<file path="src/sv/hsla_pkg.sv">
`default_nettype none

package hsla_pkg;

  localparam int LIMB_COUNT    = 50;
  localparam int DENOM_BITS    = 20;
  localparam int DENOM_FIELD_W = 20;
  localparam int DEN_W         = (DENOM_BITS < DENOM_FIELD_W) ? DENOM_BITS : DENOM_FIELD_W;

  localparam int LIMB_W        = 31;
  localparam int QUOT_BITS     = 27;
  localparam int REM_W         = DENOM_BITS + QUOT_BITS;
  localparam int IDX_W         = $clog2(LIMB_COUNT);
  localparam int BIT_W         = $clog2(QUOT_BITS);

  localparam int OP_W          = 2;
  localparam int INDEX_FIELD_W = 6;
  localparam int IN_TDATA_W    = ((DENOM_FIELD_W + 7) / 8) * 8;
  localparam int OUT_FIELDS_W  = INDEX_FIELD_W + LIMB_W;
  localparam int OUT_TDATA_W   = ((OUT_FIELDS_W + 7) / 8) * 8;

  localparam logic [QUOT_BITS-1:0] LIMB_BASE = QUOT_BITS'(100000000);

  localparam logic [OP_W-1:0] OP_ADD   = 2'd0;
  localparam logic [OP_W-1:0] OP_READ  = 2'd1;
  localparam logic [OP_W-1:0] OP_CLEAR = 2'd2;

  typedef logic [LIMB_W-1:0] limb_t;
  typedef logic [IDX_W-1:0]  idx_t;

  typedef enum logic [3:0] {
    ST_IDLE,
    ST_DV_START,
    ST_DV_STEP,
    ST_DV_MUL,
    ST_CY_RD,
    ST_CY_WR,
    ST_RD_ADDR,
    ST_RD_LOAD,
    ST_RD_OUT
  } state_t;

endpackage

`default_nettype wire

</file>
<file path="src/sv/hsla_ram.sv">
`default_nettype none

module hsla_ram #(
  parameter int WIDTH = 32,
  parameter int DEPTH = 64
) (
  input  logic                     clk,
  input  logic                     wr_en,
  input  logic [$clog2(DEPTH)-1:0] wr_addr,
  input  logic [WIDTH-1:0]         wr_data,
  input  logic                     rd_en,
  input  logic [$clog2(DEPTH)-1:0] rd_addr,
  output logic [WIDTH-1:0]         rd_data
);

  logic [WIDTH-1:0] mem [DEPTH];
  logic [WIDTH-1:0] rd_data_r;

  always_ff @(posedge clk) begin
    if (wr_en) begin
      mem[wr_addr] <= wr_data;
    end
    if (rd_en) begin
      rd_data_r <= mem[rd_addr];
    end
  end

  assign rd_data = rd_data_r;

endmodule

`default_nettype wire

</file>
<file path="src/sv/harmonic_sum_limb_accumulator.sv">
// Add: each limb is divided in turn (address, 27 quotient bits, multiply and write),
// stopping once the remainder is zero or at the last limb, then a carry pass runs
// back down to limb 0. The bit-serial compare/subtract unit does the division.
// Readout: address, load and output per limb, holding while the sink stalls. Clear
// resets the per-limb valid bits. Reset (synchronous, rst_n low) clears them too, so
// the sum reads as zero at once; no item is accepted while an operation is in progress.
`default_nettype none

module harmonic_sum_limb_accumulator (
  input  logic                              clk,
  input  logic                              rst_n,
  input  logic                              in_tvalid,
  output logic                              in_tready,
  input  logic [hsla_pkg::IN_TDATA_W-1:0]   in_tdata,   // [19:0] denominator
  input  logic [hsla_pkg::OP_W-1:0]         in_tuser,   // [1:0] operation
  output logic                              out_tvalid,
  input  logic                              out_tready,
  output logic [hsla_pkg::OUT_TDATA_W-1:0]  out_tdata,  // [5:0] limb_index, [36:6] limb_value
  output logic                              out_tlast   // last_limb
);

  import hsla_pkg::*;

  state_t                 state_r, state_nxt;
  logic [DENOM_BITS-1:0]  den_r, den_nxt;
  logic [REM_W-1:0]       rem_r, rem_nxt;
  logic [REM_W-1:0]       dsh_r, dsh_nxt;
  logic [QUOT_BITS-1:0]   quot_r, quot_nxt;
  logic [BIT_W-1:0]       bit_r, bit_nxt;
  idx_t                   idx_r, idx_nxt;
  logic                   carry_r, carry_nxt;
  logic [LIMB_COUNT-1:0]  vld_r, vld_nxt;
  logic                   rd_vld_r;
  limb_t                  out_val_r, out_val_nxt;
  idx_t                   out_idx_r, out_idx_nxt;
  logic                   out_last_r, out_last_nxt;
  logic                   out_valid_r, out_valid_nxt;

  logic                   in_acc;
  logic [DENOM_BITS-1:0]  in_den;
  logic                   last_idx;

  logic                   ram_wr_en;
  limb_t                  ram_wr_data;
  logic                   ram_rd_en;
  limb_t                  ram_rd_data;
  limb_t                  old_limb;
  limb_t                  limb_sum;
  limb_t                  limb_inc;

  logic [REM_W-1:0]       sub_a, sub_b;
  logic [REM_W:0]         sub_diff;
  logic                   sub_ge;
  logic [REM_W-1:0]       prod;

  assign in_tready  = (state_r == ST_IDLE);
  assign in_acc     = in_tvalid && in_tready;
  assign in_den     = DENOM_BITS'(in_tdata[DEN_W-1:0]);
  assign last_idx   = (idx_r == IDX_W'(LIMB_COUNT - 1));

  // Limbs never written since reset or clear read as zero
  assign old_limb   = rd_vld_r ? ram_rd_data : '0;
  assign limb_sum   = old_limb + LIMB_W'(quot_r);
  assign limb_inc   = old_limb + LIMB_W'(carry_r);

  // Shared compare/subtract: division step, or carry test against the limb base
  always_comb begin
    if (state_r == ST_CY_WR) begin
      sub_a = REM_W'(limb_inc);
      sub_b = REM_W'(LIMB_BASE);
    end else begin
      sub_a = rem_r;
      sub_b = dsh_r;
    end
  end

  assign sub_diff = {1'b0, sub_a} - {1'b0, sub_b};
  assign sub_ge   = !sub_diff[REM_W];
  assign prod     = rem_r[DENOM_BITS-1:0] * LIMB_BASE;

  hsla_ram #(
    .WIDTH (LIMB_W),
    .DEPTH (LIMB_COUNT)
  ) u_limbs (
    .clk     (clk),
    .wr_en   (ram_wr_en),
    .wr_addr (idx_r),
    .wr_data (ram_wr_data),
    .rd_en   (ram_rd_en),
    .rd_addr (idx_r),
    .rd_data (ram_rd_data)
  );

  // Next state
  always_comb begin
    state_nxt = state_r;
    case (state_r)
      ST_IDLE: begin
        if (in_acc) begin
          case (in_tuser)
            OP_ADD: begin
              if (in_den != '0) begin
                state_nxt = ST_DV_START;
              end
            end
            OP_READ: state_nxt = ST_RD_ADDR;
            default: state_nxt = ST_IDLE;
          endcase
        end
      end
      ST_DV_START: state_nxt = ST_DV_STEP;
      ST_DV_STEP: begin
        if (bit_r == '0) begin
          state_nxt = ST_DV_MUL;
        end
      end
      ST_DV_MUL: begin
        if (rem_r == '0 || last_idx) begin
          state_nxt = ST_CY_RD;
        end else begin
          state_nxt = ST_DV_START;
        end
      end
      ST_CY_RD: state_nxt = ST_CY_WR;
      ST_CY_WR: begin
        if (idx_r == '0) begin
          state_nxt = ST_IDLE;
        end else begin
          state_nxt = ST_CY_RD;
        end
      end
      ST_RD_ADDR: state_nxt = ST_RD_LOAD;
      ST_RD_LOAD: state_nxt = ST_RD_OUT;
      ST_RD_OUT: begin
        if (out_tready) begin
          state_nxt = out_last_r ? ST_IDLE : ST_RD_ADDR;
        end
      end
      default: state_nxt = ST_IDLE;
    endcase
  end

  // Datapath and outputs
  always_comb begin
    den_nxt       = den_r;
    rem_nxt       = rem_r;
    dsh_nxt       = dsh_r;
    quot_nxt      = quot_r;
    bit_nxt       = bit_r;
    idx_nxt       = idx_r;
    carry_nxt     = carry_r;
    vld_nxt       = vld_r;
    out_val_nxt   = out_val_r;
    out_idx_nxt   = out_idx_r;
    out_last_nxt  = out_last_r;
    out_valid_nxt = out_valid_r;
    ram_wr_en     = 1'b0;
    ram_wr_data   = limb_sum;
    ram_rd_en     = 1'b0;
    case (state_r)
      ST_IDLE: begin
        if (in_acc) begin
          case (in_tuser)
            OP_ADD: begin
              den_nxt = in_den;
              rem_nxt = REM_W'(1);
              idx_nxt = '0;
            end
            OP_READ:  idx_nxt = '0;
            OP_CLEAR: vld_nxt = '0;
            default:  idx_nxt = idx_r;
          endcase
        end
      end
      ST_DV_START: begin
        ram_rd_en = 1'b1;
        dsh_nxt   = REM_W'(den_r) << (QUOT_BITS - 1);
        quot_nxt  = '0;
        bit_nxt   = BIT_W'(QUOT_BITS - 1);
      end
      ST_DV_STEP: begin
        if (sub_ge) begin
          rem_nxt = sub_diff[REM_W-1:0];
        end
        quot_nxt = {quot_r[QUOT_BITS-2:0], sub_ge};
        dsh_nxt  = dsh_r >> 1;
        bit_nxt  = bit_r - BIT_W'(1);
      end
      ST_DV_MUL: begin
        ram_wr_en      = 1'b1;
        ram_wr_data    = limb_sum;
        vld_nxt[idx_r] = 1'b1;
        rem_nxt        = prod;
        carry_nxt      = 1'b0;
        if (!(rem_r == '0 || last_idx)) begin
          idx_nxt = idx_r + IDX_W'(1);
        end
      end
      ST_CY_RD: ram_rd_en = 1'b1;
      ST_CY_WR: begin
        ram_wr_en      = 1'b1;
        vld_nxt[idx_r] = 1'b1;
        if (idx_r == '0) begin
          // integer limb wraps at 2^31
          ram_wr_data = limb_inc;
        end else begin
          if (sub_ge) begin
            ram_wr_data = sub_diff[LIMB_W-1:0];
          end else begin
            ram_wr_data = limb_inc;
          end
          carry_nxt = sub_ge;
          idx_nxt   = idx_r - IDX_W'(1);
        end
      end
      ST_RD_ADDR: ram_rd_en = 1'b1;
      ST_RD_LOAD: begin
        out_val_nxt   = old_limb;
        out_idx_nxt   = idx_r;
        out_last_nxt  = last_idx;
        out_valid_nxt = 1'b1;
      end
      ST_RD_OUT: begin
        if (out_tready) begin
          out_valid_nxt = 1'b0;
          idx_nxt       = idx_r + IDX_W'(1);
        end
      end
      default: out_valid_nxt = 1'b0;
    endcase
  end

  always_ff @(posedge clk) begin
    if (!rst_n) begin
      state_r     <= ST_IDLE;
      vld_r       <= '0;
      out_valid_r <= 1'b0;
    end else begin
      state_r     <= state_nxt;
      vld_r       <= vld_nxt;
      out_valid_r <= out_valid_nxt;
    end
  end

  always_ff @(posedge clk) begin
    den_r      <= den_nxt;
    rem_r      <= rem_nxt;
    dsh_r      <= dsh_nxt;
    quot_r     <= quot_nxt;
    bit_r      <= bit_nxt;
    idx_r      <= idx_nxt;
    carry_r    <= carry_nxt;
    out_val_r  <= out_val_nxt;
    out_idx_r  <= out_idx_nxt;
    out_last_r <= out_last_nxt;
    if (ram_rd_en) begin
      rd_vld_r <= vld_r[idx_r];
    end
  end

  assign out_tvalid = out_valid_r;
  assign out_tlast  = out_last_r;
  assign out_tdata  = OUT_TDATA_W'({out_val_r, INDEX_FIELD_W'(out_idx_r)});

endmodule

`default_nettype wire

</file>
<file path="config.mk">
export PLATFORM = sky130hd
export DESIGN_NAME = harmonic_sum_limb_accumulator
export DESIGN_NICKNAME = d
export VERILOG_FILES = /design/src/sv/hsla_pkg.sv /design/src/sv/hsla_ram.sv /design/src/sv/harmonic_sum_limb_accumulator.sv
export SDC_FILE = /design/constraint.sdc
export NUM_CORES = 2
export LEC_CHECK = 0
export ABC_AREA = 1
export ABC_CLOCK_PERIOD_IN_PS = 7500
export CORE_ASPECT_RATIO = 0.6
export CORE_MARGIN = 2
export CORE_UTILIZATION = 60
export DETAILED_ROUTE_END_ITERATION = 7
export DONT_BUFFER_PORTS = 1
export PLACE_DENSITY = 0.76
export SYNTH_ARGS = -nofsm -noshare
export SYNTH_HDL_FRONTEND = slang
export SYNTH_SLANG_ARGS = --single-unit
</file>
<file path="constraint.sdc">
create_clock -name clk -period 7.5 [get_ports clk]
set_clock_uncertainty 0.05 [all_clocks]
set_input_delay 1.5 -clock clk [delete_from_list [all_inputs] [get_ports clk]]
set_output_delay 1.5 -clock clk [all_outputs]
set_load 0.02 [all_outputs]
</file>
==> impl_metrics.csv <==
group,metric,value,unit
floorplan,die_area,143000,um^2
clock_network,cts_tree,"done",
clock_network,h-tree-depth,4,
critical_path,cp.arrival,7.48,ns
logic_synthesis,synthTopCellsByArea,"edfxtp_1 63%, nand2_1 9.3%, fa_1 4.1%",
clock_network,post_cts_resized,0,
logic_synthesis,synth_top_cell_by_area,"edfxtp_1",
critical_path,worstSetupPathType,"reg2reg",
logic_synthesis,syn-cell-area,84000,um^2
logic_synthesis,ys_seq_area_share,64.6,%
sta,relSlewSlack,13.4,%
detailed_routing,via_per_inst,6.26,
sta,rsz0062_at_grt,"false",
cells_and_area,nets,7943,
logic_synthesis,yosysWarnings,0,
floorplan,start_util,60.4,%
sta,tns,0,ns
placed_design,hpwl,174000,um
cells_and_area,drive_above_1_share,5.85,%
floorplan,core,139000,um^2
logic_synthesis,synth_common_cells,"2087 x nand2_1, 1772 x edfxtp_1, 781 x inv_1",
critical_path,required,7.94,ns
grt,grt_pass1_wl,378000,um
clock_network,root_buffer,"clkbuf_16",
clock_network,clkSlewWorstSetupHoldPaths,0.07,ns
clock_network,clk_latency,0.82,ns
critical_path,crit_top_cell,"nand2_1",
run,cap_violations,0,
floorplan,fp.dieH,294,um
logic_synthesis,yosysTopAreaCellShare,63.3,%
critical_path,worstSetupStartpointType,"flip-flop",
clock_network,numCtsBuffers,159,
grt,grt_max_degree,100,
critical_path,reg2reg_from,"rd_vld_r$_DFFE_PP_",
critical_path,rr_endpoint,"u_limbs.mem[45][21]$_DFFE_PP_",
logic_synthesis,avgSynthCellArea,11.3,um^2
logic_synthesis,async_flop_share,0,%
sta,worst_pin_slew,1.29,ns
logic_synthesis,ys_ff_latch,1827,
hold_path,hold_end,"vld_r[7]$_SDFFE_PN0P_",
grt,antenna_found_initial,6,
grt,grt_pass1_vias,55400,
critical_path,r2r_slack,0.47,ns
sta,slew_viol_final,0,
detailed_routing,avgRoutedWirePerCell,27.9,um
critical_path,r2r_cells,27,
floorplan,rows,106,
critical_path,cp_max_fo,50,
clock_network,clock-sinks,1827,
detailed_routing,via_count,59300,
sta,max_freq,0.142,GHz
placed_design,routabilityCongestion,1.10,
sta,setup_violations,0,
clock_network,cts_buffer_depth,3,
outcome,status,"finished clean",
logic_synthesis,synth_cell_type_count,51,
detailed_routing,dr.first_iter.drc_count,9149,
grt,grt_overflow,0,
logic_synthesis,synth_flop_cell,"edfxtp_1",
detailed_routing,ant_nets,0,
hold_path,hold_class,"reg2reg",
detailed_routing,drc_errors,0,
placed_design,io_buffers,0,
cells_and_area,final.fill_count,10200,
sta,period_minus_slack,7.03,ns
logic_synthesis,synth_cells,7435,
detailed_routing,dr.pass1.iters,7,
cells_and_area,area_growth_syn_to_layout,9.59,%
critical_path,end_kind,"flip-flop",
detailed_routing,finalWirelength,264000,um
logic_synthesis,synth_edf_count,1772,
logic_synthesis,synth.most_common_cell,"nand2_1",
floorplan,die_x,487,um
sta,hold_viol,0,
critical_path,slowest_delay,0.94,ns
clock_network,cts.hold.buffers_added,0,
floorplan,pin_count,73,
clock_network,cts_setup_buffers,0,
critical_path,crit_slowest_cell,"o21ai_0",
grt,grt_usage,36.9,%
hold_path,min_from,"vld_r[7]$_SDFFE_PN0P_",
sta,timing.final.crit_share,93.8,%
hold_path,whs_path_depth,2,
critical path: cells and delay by family, from the launching register on:
kind | cells | cell delay (ns)
AOI/OAI and AO/OA | 1 | 0.94
buffers and inverters | 6 | 1.29
DFF | 1 | 0.87
and+or+nand+nor | 16 | 2.44
adders and majority gates | 3 | 0.90
xor gates and xnor gates | 1 | 0.13
kinds of logic after synthesis:
group	share of synthesized area, %
buf+inv	4.94
xor+xnor	0.490
compound gates	6.71
simple gates	15.6
flops	64.6
other cells	0.00446
fa+ha+maj	7.64
metrics by stage:
step | cells | utilization (%) | area, um^2 | setup slack [ns] | hold WS, ns
2_1_floorplan | 7437 | - | 84100 | 1.57 | 0.371
3_3_place_gp | 9178 | 62.3 | 86700 | 1.12 | 0.394
3_5_place_dp | 9178 | 62.3 | 86700 | 1.07 | 0.401
4_1_cts | 9465 | 66.2 | 92100 | 1.06 | 0.410
5_1_grt | 9465 | 66.2 | 92100 | 0.406 | 0.429
6_report | 9466 | 66.2 | 92100 | 0.466 | 0.407
worst max path at each step:
stage | from | end
floorplan | rd_vld_r$_DFFE_PP_ | rem_r[0]$_DFFE_PP_
global route | rd_vld_r$_DFFE_PP_ | u_limbs.mem[45][21]$_DFFE_PP_
finish | rd_vld_r$_DFFE_PP_ | u_limbs.mem[45][21]$_DFFE_PP_
detailed placement | rem_r[7]$_DFFE_PP_ | rem_r[38]$_DFFE_PP_
CTS | rem_r[7]$_DFFE_PP_ | rem_r[38]$_DFFE_PP_
global placement | rd_vld_r$_DFFE_PP_ | u_limbs.mem[30][22]$_DFFE_PP_
sequential cells by signal (all words and copies together), names as in the netlist:
signal           flops
u_limbs.mem       1550
vld_r               50
rem_r               47
dsh_r               46
out_val_r           31
u_limbs.rd_data     31
quot_r              27
den_r               20
idx_r                6
out_idx_r            6
bit_r                5
state_r              4
carry_r              1
out_tlast            1
out_tvalid           1
rd_vld_r             1
cells in the final DEF, fill, tap and decap left out, types with 6 or more instances in the layout:
master | netlist | layout
a221oi_1 | 60 | 60
o31ai_1 | 28 | 28
nor2_1 | 555 | 550
xor2_1 | 27 | 27
a22o_1 | 70 | 70
nor4_1 | 13 | 13
fa_1 | 172 | 172
xnor2_1 | 20 | 20
clkbuf_16 | 0 | 159
buf_12 | 0 | 10
clkinv_1 | 2 | 54
o211ai_1 | 11 | 11
inv_16 | 0 | 7
o21a_1 | 11 | 11
buf_4 | 7 | 161
nand3b_1 | 31 | 31
nor3_1 | 35 | 30
a21o_1 | 13 | 13
o21ai_1 | 21 | 21
dfxtp_1 | 55 | 55
nand3_1 | 257 | 257
nand2_1 | 2087 | 2085
clkbuf_1 | 112 | 37
bufinv_16 | 0 | 22
nand4_1 | 189 | 189
o21bai_1 | 10 | 10
clkinv_2 | 0 | 23
a22oi_1 | 137 | 137
o2111ai_1 | 22 | 22
nand3_2 | 6 | 6
o21ai_0 | 197 | 197
edfxtp_1 | 1772 | 1772
or2_2 | 13 | 13
ha_1 | 238 | 238
o22ai_1 | 25 | 24
inv_1 | 781 | 755
a21oi_1 | 262 | 262
layer usage:
| layer | vias to the layer above | track usage [%] | routed length [um] |
|---|---|---|---|
| li1 | 25800 | - | - |
| met1 | 28700 | 58.3 | 111000 |
| met2 | 4357 | 46.3 | 101000 |
| met3 | 402 | 15.5 | 46300 |
| met4 | 12 | 8.89 | 5920 |
| met5 | - | 0.741 | 224 |
cell type report:
cell class                 count  area (um^2)  area share [%]
sequential                  1827        54300            59.0
multi-input combinational   4549        25700            27.9
tap                         1836         2300            2.49
inverter                     795         3040            3.30
clock buffer                 197         4130            4.49
timing repair buffer         171         1410            1.53
antenna                        1         2.50         0.00272
clock inverter                90         1230            1.34
Power is not shown: default switching activity piles up to over one toggle a cycle in this logic, so the estimate is an artifact.
